===== src/sv/npcm_pkg.sv =====
`timescale 1ns / 1ps

package npcm_pkg;

	typedef struct packed {
		logic [7:0] r;
		logic [7:0] g;
		logic [7:0] b;
	} rgb_t;

	typedef struct packed {
		logic accept;
		logic issue;
		logic load_out;
	} npcm_cmd_t;

	typedef struct packed {
		logic start_scan;
		logic last_issue;
	} npcm_status_t;

	localparam logic [1:0] KIND_DEFAULT = 2'd0;
	localparam logic [1:0] KIND_NAMED   = 2'd1;
	localparam logic [1:0] KIND_RGB     = 2'd2;

	localparam logic [8:0] RESULT_NONE = 9'h1FF;
	localparam logic [8:0] ROM_DEPTH   = 9'd256;

	localparam logic [7:0] CUBE_FIRST = 8'd16;
	localparam logic [7:0] GRAY_FIRST = 8'd232;
	localparam logic [7:0] GRAY_BASE  = 8'h08;
	localparam logic [7:0] GRAY_STEP  = 8'd10;
	localparam logic [2:0] CUBE_LAST  = 3'd5;

	localparam rgb_t SYS_RGB [16] = '{
		'{8'h00, 8'h00, 8'h00}, '{8'h80, 8'h00, 8'h00},
		'{8'h00, 8'h80, 8'h00}, '{8'h80, 8'h80, 8'h00},
		'{8'h00, 8'h00, 8'h80}, '{8'h80, 8'h00, 8'h80},
		'{8'h00, 8'h80, 8'h80}, '{8'hc0, 8'hc0, 8'hc0},
		'{8'h80, 8'h80, 8'h80}, '{8'hff, 8'h00, 8'h00},
		'{8'h00, 8'hff, 8'h00}, '{8'hff, 8'hff, 8'h00},
		'{8'h00, 8'h00, 8'hff}, '{8'hff, 8'h00, 8'hff},
		'{8'h00, 8'hff, 8'hff}, '{8'hff, 8'hff, 8'hff}
	};

	localparam logic [7:0] CUBE_LEVEL [6] = '{8'h00, 8'h5f, 8'h87, 8'haf, 8'hd7, 8'hff};

endpackage


===== src/sv/npcm_ctrl.sv =====
`timescale 1ns / 1ps

module npcm_ctrl
	import npcm_pkg::*;
(
	input  logic         clk,
	input  logic         arst_n,
	input  logic         in_valid,
	output logic         in_stall,
	output logic         out_valid,
	input  logic         out_stall,
	input  npcm_status_t status,
	output npcm_cmd_t    cmd
);

	localparam logic [1:0] ST_IDLE  = 2'd0;
	localparam logic [1:0] ST_SCAN  = 2'd1;
	localparam logic [1:0] ST_FLUSH = 2'd2;
	localparam logic [1:0] ST_DONE  = 2'd3;

	logic [1:0] state_q;
	logic [1:0] state_d;
	logic       out_valid_q;

	always_comb begin
		state_d = state_q;
		cmd = '0;
		case (state_q)
			ST_IDLE: begin
				cmd.accept = in_valid;
				if (in_valid) begin
					state_d = status.start_scan ? ST_SCAN : ST_DONE;
				end
			end
			ST_SCAN: begin
				cmd.issue = 1'b1;
				if (status.last_issue) begin
					state_d = ST_FLUSH;
				end
			end
			ST_FLUSH: begin
				state_d = ST_DONE;
			end
			ST_DONE: begin
				cmd.load_out = !out_valid_q || !out_stall;
				if (cmd.load_out) begin
					state_d = ST_IDLE;
				end
			end
			default: begin
				state_d = ST_IDLE;
			end
		endcase
	end

	always_ff @(posedge clk or negedge arst_n) begin
		if (!arst_n) begin
			state_q <= ST_IDLE;
			out_valid_q <= 1'b0;
		end else begin
			state_q <= state_d;
			if (cmd.load_out) begin
				out_valid_q <= 1'b1;
			end else if (!out_stall) begin
				out_valid_q <= 1'b0;
			end
		end
	end

	assign in_stall = (state_q != ST_IDLE);
	assign out_valid = out_valid_q;

endmodule


===== src/sv/npcm_datapath.sv =====
`timescale 1ns / 1ps

module npcm_datapath
	import npcm_pkg::*;
#(
	parameter int PALETTE_ENTRIES = 256
) (
	input  logic              clk,
	input  logic              arst_n,
	input  logic              cfg_wr_en,
	input  logic [8:0]        cfg_wr_data,
	input  logic [1:0]        color_kind,
	input  logic [2:0]        named_index,
	input  logic [7:0]        red,
	input  logic [7:0]        green,
	input  logic [7:0]        blue,
	input  npcm_cmd_t         cmd,
	output npcm_status_t      status,
	output logic signed [8:0] palette_index
);

	localparam logic [8:0] ENTRY_LIMIT = (PALETTE_ENTRIES > 256) ? ROM_DEPTH :
		9'(PALETTE_ENTRIES);

	logic [8:0]  palette_size_q;
	logic [8:0]  limit;
	rgb_t        color_q;
	logic [8:0]  idx_q;
	logic [2:0]  dig_r_q;
	logic [2:0]  dig_g_q;
	logic [2:0]  dig_b_q;
	logic [7:0]  gray_q;
	rgb_t        entry;
	logic [7:0]  diff_r;
	logic [7:0]  diff_g;
	logic [7:0]  diff_b;
	logic        valid_s1;
	logic [7:0]  idx_s1;
	logic [15:0] sq_r_s1;
	logic [15:0] sq_g_s1;
	logic [15:0] sq_b_s1;
	logic [17:0] distance;
	logic [17:0] best_q;
	logic [8:0]  result_q;
	logic [8:0]  index_q;

	assign limit = (palette_size_q > ENTRY_LIMIT) ? ENTRY_LIMIT : palette_size_q;

	assign status.start_scan = (color_kind == KIND_RGB) && (limit != 9'd0);
	assign status.last_issue = (idx_q == limit - 9'd1);

	always_comb begin
		if (idx_q[7:0] < CUBE_FIRST) begin
			entry = SYS_RGB[idx_q[3:0]];
		end else if (idx_q[7:0] < GRAY_FIRST) begin
			entry.r = CUBE_LEVEL[dig_r_q];
			entry.g = CUBE_LEVEL[dig_g_q];
			entry.b = CUBE_LEVEL[dig_b_q];
		end else begin
			entry.r = gray_q;
			entry.g = gray_q;
			entry.b = gray_q;
		end
		diff_r = (color_q.r > entry.r) ? color_q.r - entry.r : entry.r - color_q.r;
		diff_g = (color_q.g > entry.g) ? color_q.g - entry.g : entry.g - color_q.g;
		diff_b = (color_q.b > entry.b) ? color_q.b - entry.b : entry.b - color_q.b;
	end

	assign distance = 18'(sq_r_s1) + 18'(sq_g_s1) + 18'(sq_b_s1);

	always_ff @(posedge clk or negedge arst_n) begin
		if (!arst_n) begin
			palette_size_q <= ROM_DEPTH;
			valid_s1 <= 1'b0;
			idx_q <= '0;
		end else begin
			if (cfg_wr_en) begin
				palette_size_q <= cfg_wr_data;
			end
			valid_s1 <= cmd.issue;
			if (cmd.accept) begin
				idx_q <= '0;
			end else if (cmd.issue) begin
				idx_q <= idx_q + 9'd1;
			end
		end
	end

	always_ff @(posedge clk) begin
		if (cmd.accept) begin
			color_q <= '{red, green, blue};
			dig_r_q <= '0;
			dig_g_q <= '0;
			dig_b_q <= '0;
			gray_q <= GRAY_BASE;
			best_q <= '1;
			result_q <= (color_kind == KIND_NAMED) ? {6'd0, named_index} : RESULT_NONE;
		end else begin
			if (cmd.issue) begin
				if (idx_q[7:0] >= GRAY_FIRST) begin
					gray_q <= gray_q + GRAY_STEP;
				end else if (idx_q[7:0] >= CUBE_FIRST) begin
					if (dig_b_q == CUBE_LAST) begin
						dig_b_q <= '0;
						if (dig_g_q == CUBE_LAST) begin
							dig_g_q <= '0;
							dig_r_q <= dig_r_q + 3'd1;
						end else begin
							dig_g_q <= dig_g_q + 3'd1;
						end
					end else begin
						dig_b_q <= dig_b_q + 3'd1;
					end
				end
			end
			if (valid_s1 && (distance < best_q)) begin
				best_q <= distance;
				result_q <= {1'b0, idx_s1};
			end
		end
		idx_s1 <= idx_q[7:0];
		sq_r_s1 <= 16'(diff_r) * 16'(diff_r);
		sq_g_s1 <= 16'(diff_g) * 16'(diff_g);
		sq_b_s1 <= 16'(diff_b) * 16'(diff_b);
		if (cmd.load_out) begin
			index_q <= result_q;
		end
	end

	assign palette_index = $signed(index_q);

endmodule


===== src/sv/nearest_palette_color_match.sv =====
`timescale 1ns / 1ps

// Nearest palette color match. A request on the input channel carries a color
// kind, a basic color index and an RGB triple. The default color answers -1, a
// basic color answers its own index, and an RGB color answers the closest of
// the first limit palette entries (limit is given below) by squared RGB distance.
// Each channel moves one item per transfer when valid is high and stall is low.
// One request is processed at a time, and in_stall stays high until the result
// has been placed in the output register. A default or basic color goes from
// its transfer straight to the done state and is loaded into the output register
// there. An RGB request scans one palette entry per cycle through a two-stage
// distance datapath over the first limit entries, where limit is the smallest of
// palette_size, PALETTE_ENTRIES and 256, then passes a flush state before its
// result is loaded; with a limit of zero it answers -1 like a default color. The
// next request is taken once the result has entered the output register, not before.
// If the receiver stalls, the waiting result holds and the finished next
// result waits until the register frees up.
// Reset sets palette_size to 256 and empties the block. The register may only
// be written while no request is in progress.

module nearest_palette_color_match
	import npcm_pkg::*;
#(
	parameter int PALETTE_ENTRIES = 256
) (
	input  logic              clk,
	input  logic              arst_n,
	input  logic              cfg_wr_en,
	input  logic [8:0]        cfg_wr_data,
	input  logic              in_valid,
	output logic              in_stall,
	input  logic [1:0]        color_kind,
	input  logic [2:0]        named_index,
	input  logic [7:0]        red,
	input  logic [7:0]        green,
	input  logic [7:0]        blue,
	output logic              out_valid,
	input  logic              out_stall,
	output logic signed [8:0] palette_index
);

	npcm_cmd_t    cmd;
	npcm_status_t status;

	npcm_ctrl u_ctrl (
		.clk       (clk),
		.arst_n    (arst_n),
		.in_valid  (in_valid),
		.in_stall  (in_stall),
		.out_valid (out_valid),
		.out_stall (out_stall),
		.status    (status),
		.cmd       (cmd)
	);

	npcm_datapath #(
		.PALETTE_ENTRIES (PALETTE_ENTRIES)
	) u_datapath (
		.clk           (clk),
		.arst_n        (arst_n),
		.cfg_wr_en     (cfg_wr_en),
		.cfg_wr_data   (cfg_wr_data),
		.color_kind    (color_kind),
		.named_index   (named_index),
		.red           (red),
		.green         (green),
		.blue          (blue),
		.cmd           (cmd),
		.status        (status),
		.palette_index (palette_index)
	);

	assert property (@(posedge clk) disable iff (!arst_n)
		in_valid && !in_stall |=> in_stall)
		else $error("input taken again right after a transfer");

	assert property (@(posedge clk) disable iff (!arst_n)
		cmd.load_out |=> out_valid)
		else $error("loaded result not presented");

	assert property (@(posedge clk) disable iff (!arst_n)
		out_valid |-> (!palette_index[8] || palette_index == -9'sd1))
		else $error("result index out of range");

	assert property (@(posedge clk) disable iff (!arst_n)
		cmd.issue |-> in_stall)
		else $error("scan running while input open");

endmodule


===== config.mk =====
export PLATFORM = sky130hd
export DESIGN_NAME = nearest_palette_color_match
export DESIGN_NICKNAME = d
export VERILOG_FILES = /design/src/sv/npcm_pkg.sv /design/src/sv/npcm_ctrl.sv /design/src/sv/npcm_datapath.sv /design/src/sv/nearest_palette_color_match.sv
export SDC_FILE = /design/constraint.sdc
export NUM_CORES = 1
export LEC_CHECK = 0
export BUFFER_PORTS_ARGS = -buffer_cell sky130_fd_sc_hd__clkbuf_2
export CELL_PAD_IN_SITES_DETAIL_PLACEMENT = 1
export CELL_PAD_IN_SITES_GLOBAL_PLACEMENT = 2
export CORE_MARGIN = 3
export CORE_UTILIZATION = 40
export DETAILED_ROUTE_END_ITERATION = 12
export PLACE_DENSITY_LB_ADDON = 0.08
export SYNTH_ARGS = -nofsm -noshare
export SYNTH_HDL_FRONTEND = slang
export SYNTH_SLANG_ARGS = --single-unit

===== constraint.sdc =====
create_clock -name clk -period 18.6 [get_ports clk]
set_clock_uncertainty 0.05 [all_clocks]
set_input_delay 2.79 -clock clk [delete_from_list [all_inputs] [get_ports clk]]
set_output_delay 2.79 -clock clk [all_outputs]
set_load 0.01 [all_outputs]

==> impl_metrics.yaml <==
outcome:
  status: "completed"
placed_design:
  dp_cells: 2054
  portBuffers: 53
  place_congestion: 0.811
  dp_hpwl_microns: 28300
critical_path:
  cp_slowest_stage_delay_ns: 0.66
  critPathKind: "reg -> reg"
  r2r-start: "u_datapath.idx_q[3]$_DFFE_PN0P_"
  r2r-end: "u_datapath.sq_g_s1[13]$_DFF_P_"
  critPathSlowestCell: "dfrtp_1"
  r2r_slack_ns: 9.94
  end_kind: "flip-flop"
  arrival_ns: 8.97
  worstRegToRegCells: 28
  worstPathRequired_ns: 18.92
  crit_fanout: 16
  start_kind: "flip-flop"
  cpMostUsedCell: "fa_1"
die:
  fp-row-count: 68
  die_w_microns: 194
  ioPinCount: 54
  start_util_pct: 40.8
  core-area_sq_um: 34600
  die_h_microns: 194
  dieArea_sq_um: 37600
clock_tree:
  clk_latency_ns: 0.43
  h-tree-depth: 4
  cts_tree: "yes"
  ctsRootBufferMaster: "clkbuf_16"
  ctsResizeCount: 0
  hold_buffers: 0
  clock_path_buffers: 2
  cts_buffers: 17
  clk_pin_slew_ns: 0.07
  post_cts_buffers: 0
  clock-sinks: 151
timing:
  period_minus_slack_ns: 8.66
  max_freq_ghz: 0.116
  finalSetupViolations: 0
  max_slew_margin_pct: 25.4
  drv_slew: 0
  worstMarginPinSlew_ns: 1.12
  tns_ns: 0
  period_share_pct: 46.5
  hold_violations: 0
  rsz0062_at_grt: "no"
yosys:
  yosys.area.top_type: "ha_1"
  ys_warn_count: 0
  synth_ff_type: "dfxtp_1"
  synth_edf_count: 42
  syn_area_sq_um: 14100
  synth_area_leaders: "ha_1 (17%), dfxtp_1 (12%), fa_1 (12%)"
  synth_common_cells: "inv_1 (225), ha_1 (197), nor2_1 (166), nand2_1 (104), a21oi_1 (88)"
  syn_inst: 1571
  synth-seq-cells: 151
  yosysUniqueCellTypes: 93
  avgSynthCellArea_sq_um: 8.99
  seq_area_frac_synth_pct: 25.2
  synth_top_area_share_pct: 17.5
  yosysMostFrequentCell: "inv_1"
  async_flop_share_pct: 14.6
cells_and_area:
  num-nets-final: 1940
  drive_above_1_share_pct: 10.2
  antenna_cells: 0
  final_cells: 2086
  area_growth_pct: 9.43
  fin_util_pct: 44.6
hold_path:
  holdCritPathClass: "reg -> reg"
  hold_depth: 0
  hp-start: "u_datapath.result_q[4]$_DFFE_PP_"
  min_to: "u_datapath.palette_index[4]$_DFFE_PP_"
drt:
  vias: 10698
  via_per_inst: 5.13
  totalWireLength_microns: 34400
  drt_first_pass_iters: 4
  antenna_left: 0
  drc: 0
  drt_iter0_drc: 353
  avgRoutedWirePerCell_microns: 16.5
global_route:
  grt-ovfl-total: 0
  grt_util_all_layers_pct: 18.7
  grt_pass1_vias: 11399
  antenna_found_initial: 0
  grt_start_max_net_pins: 44
  grt_pass1_wl_microns: 57800
flow_run:
  drv_cap: 0
cells in the final DEF (no fill, tap or decap), types with 8 or more instances in the layout:
master and instances:
inv_1 224, ha_1 197, nor2_1 166, nand2_1 104, a21oi_1 88, dfxtp_1 87, fa_1 82, xnor2_1 72
clkbuf_2 53, xor2_1 42, edfxtp_1 42, nor3_1 37, o21ai_0 29, nand3_1 29, nor2b_1 22, dfrtp_1 21
o211ai_1 17, o21a_1 17, mux2_2 17, mux2i_1 17, clkbuf_16 17, a21o_1 16, nand2b_1 16, or2_2 13
or3_1 13, o21bai_1 11, buf_4 11, nand4_1 10, and2_1 8
cell families (layout without fill, tap and decap cells):
group	count (synthesis)	after routing	share of synthesized area, %
and+or+nand+nor	458	458	15.3
muxes	36	36	2.72
other	1	2	0.0266
xor gates and xnor gates	117	117	7.42
AOI/OAI and AO/OA	260	260	12.8
buffers and inverters	269	328	7.42
DFF	151	151	25.2
adders and majority gates	279	279	29.1
per-layer routing:
layer / up-vias / global-route usage (%) / routed length (microns) / part of all wire (%)
met3: 18 / 2.55 / 602 / 1.8
met2: 84 / 33.2 / 17000 / 49
met1: 5250 / 24.8 / 16500 / 48
li1: 5346 / - / - / -
met5: - / 0 / 0 / 0
met4: 0 / 3.03 / 289 / 0.84
worst max-delay path by stage:
| stage | from | to | slack, ns | cells after the start |
|---|---|---|---|---|
| global route | u_datapath.idx_q[3]$_DFFE_PN0P_ | u_datapath.sq_g_s1[13]$_DFF_P_ | 9.35 | 29 |
| finish | u_datapath.idx_q[3]$_DFFE_PN0P_ | u_datapath.sq_g_s1[13]$_DFF_P_ | 9.94 | 28 |
| global placement | u_datapath.idx_q[3]$_DFFE_PN0P_ | u_datapath.sq_g_s1[13]$_DFF_P_ | 10.19 | 28 |
| detailed placement | u_datapath.idx_q[3]$_DFFE_PN0P_ | u_datapath.sq_g_s1[13]$_DFF_P_ | 9.98 | 28 |
| CTS | u_datapath.idx_q[3]$_DFFE_PN0P_ | u_datapath.sq_g_s1[13]$_DFF_P_ | 9.94 | 28 |
| floorplan | u_datapath.idx_q[6]$_DFFE_PN0P_ | u_datapath.sq_g_s1[13]$_DFF_P_ | 10.66 | 31 |
layout make-up:
cell class / instances / area [sq um]
clock inverters: 15 / 155
flip-flops and latches: 151 / 3550
clock buffers: 17 / 425
inverters: 232 / 871
multi-input cells: 1152 / 9530
fillers: 4094 / 19200
well taps: 455 / 569
repair buffers: 64 / 348
registers in the layout (all words and copies together) (netlist names):
| register | count |
|---|---|
| u_ctrl.out_valid | 1 |
| u_ctrl.state_q | 2 |
| u_datapath.best_q | 18 |
| u_datapath.color_q | 24 |
| u_datapath.dig_b_q | 3 |
| u_datapath.dig_g_q | 3 |
| u_datapath.dig_r_q | 3 |
| u_datapath.gray_q | 7 |
| u_datapath.idx_q | 9 |
| u_datapath.idx_s1 | 8 |
| u_datapath.palette_index | 9 |
| u_datapath.palette_size_q | 9 |
| u_datapath.result_q | 9 |
| u_datapath.sq_b_s1 | 15 |
| u_datapath.sq_g_s1 | 15 |
| u_datapath.sq_r_s1 | 15 |
| u_datapath.valid_s1 | 1 |
metrics by stage:
step / worst slack (ns) / instance area (sq um) / hold slack [ns]
floorplan: 10.66 / 14100 / 0.295
global placement: 10.19 / 14900 / 0.361
detailed placement: 9.98 / 14900 / 0.360
CTS: 9.94 / 15500 / 0.369
global route: 9.35 / 15500 / 0.372
finish: 9.94 / 15500 / 0.369
worst max-delay path, delay by kind of cell (launching register included):
| kind | cells | cell delay [ns] |
|---|---|---|
| DFF | 1 | 0.66 |
| buffers and inverters | 3 | 0.17 |
| and+or+nand+nor | 9 | 1.80 |
| xor gates and xnor gates | 1 | 0.13 |
| adders and majority gates | 6 | 2.83 |
| AOI/OAI and AO/OA | 9 | 2.92 |
Power is left out: the tool's default activity adds up to more than one toggle a clock period on the data nets, which glitch-free logic cannot reach.
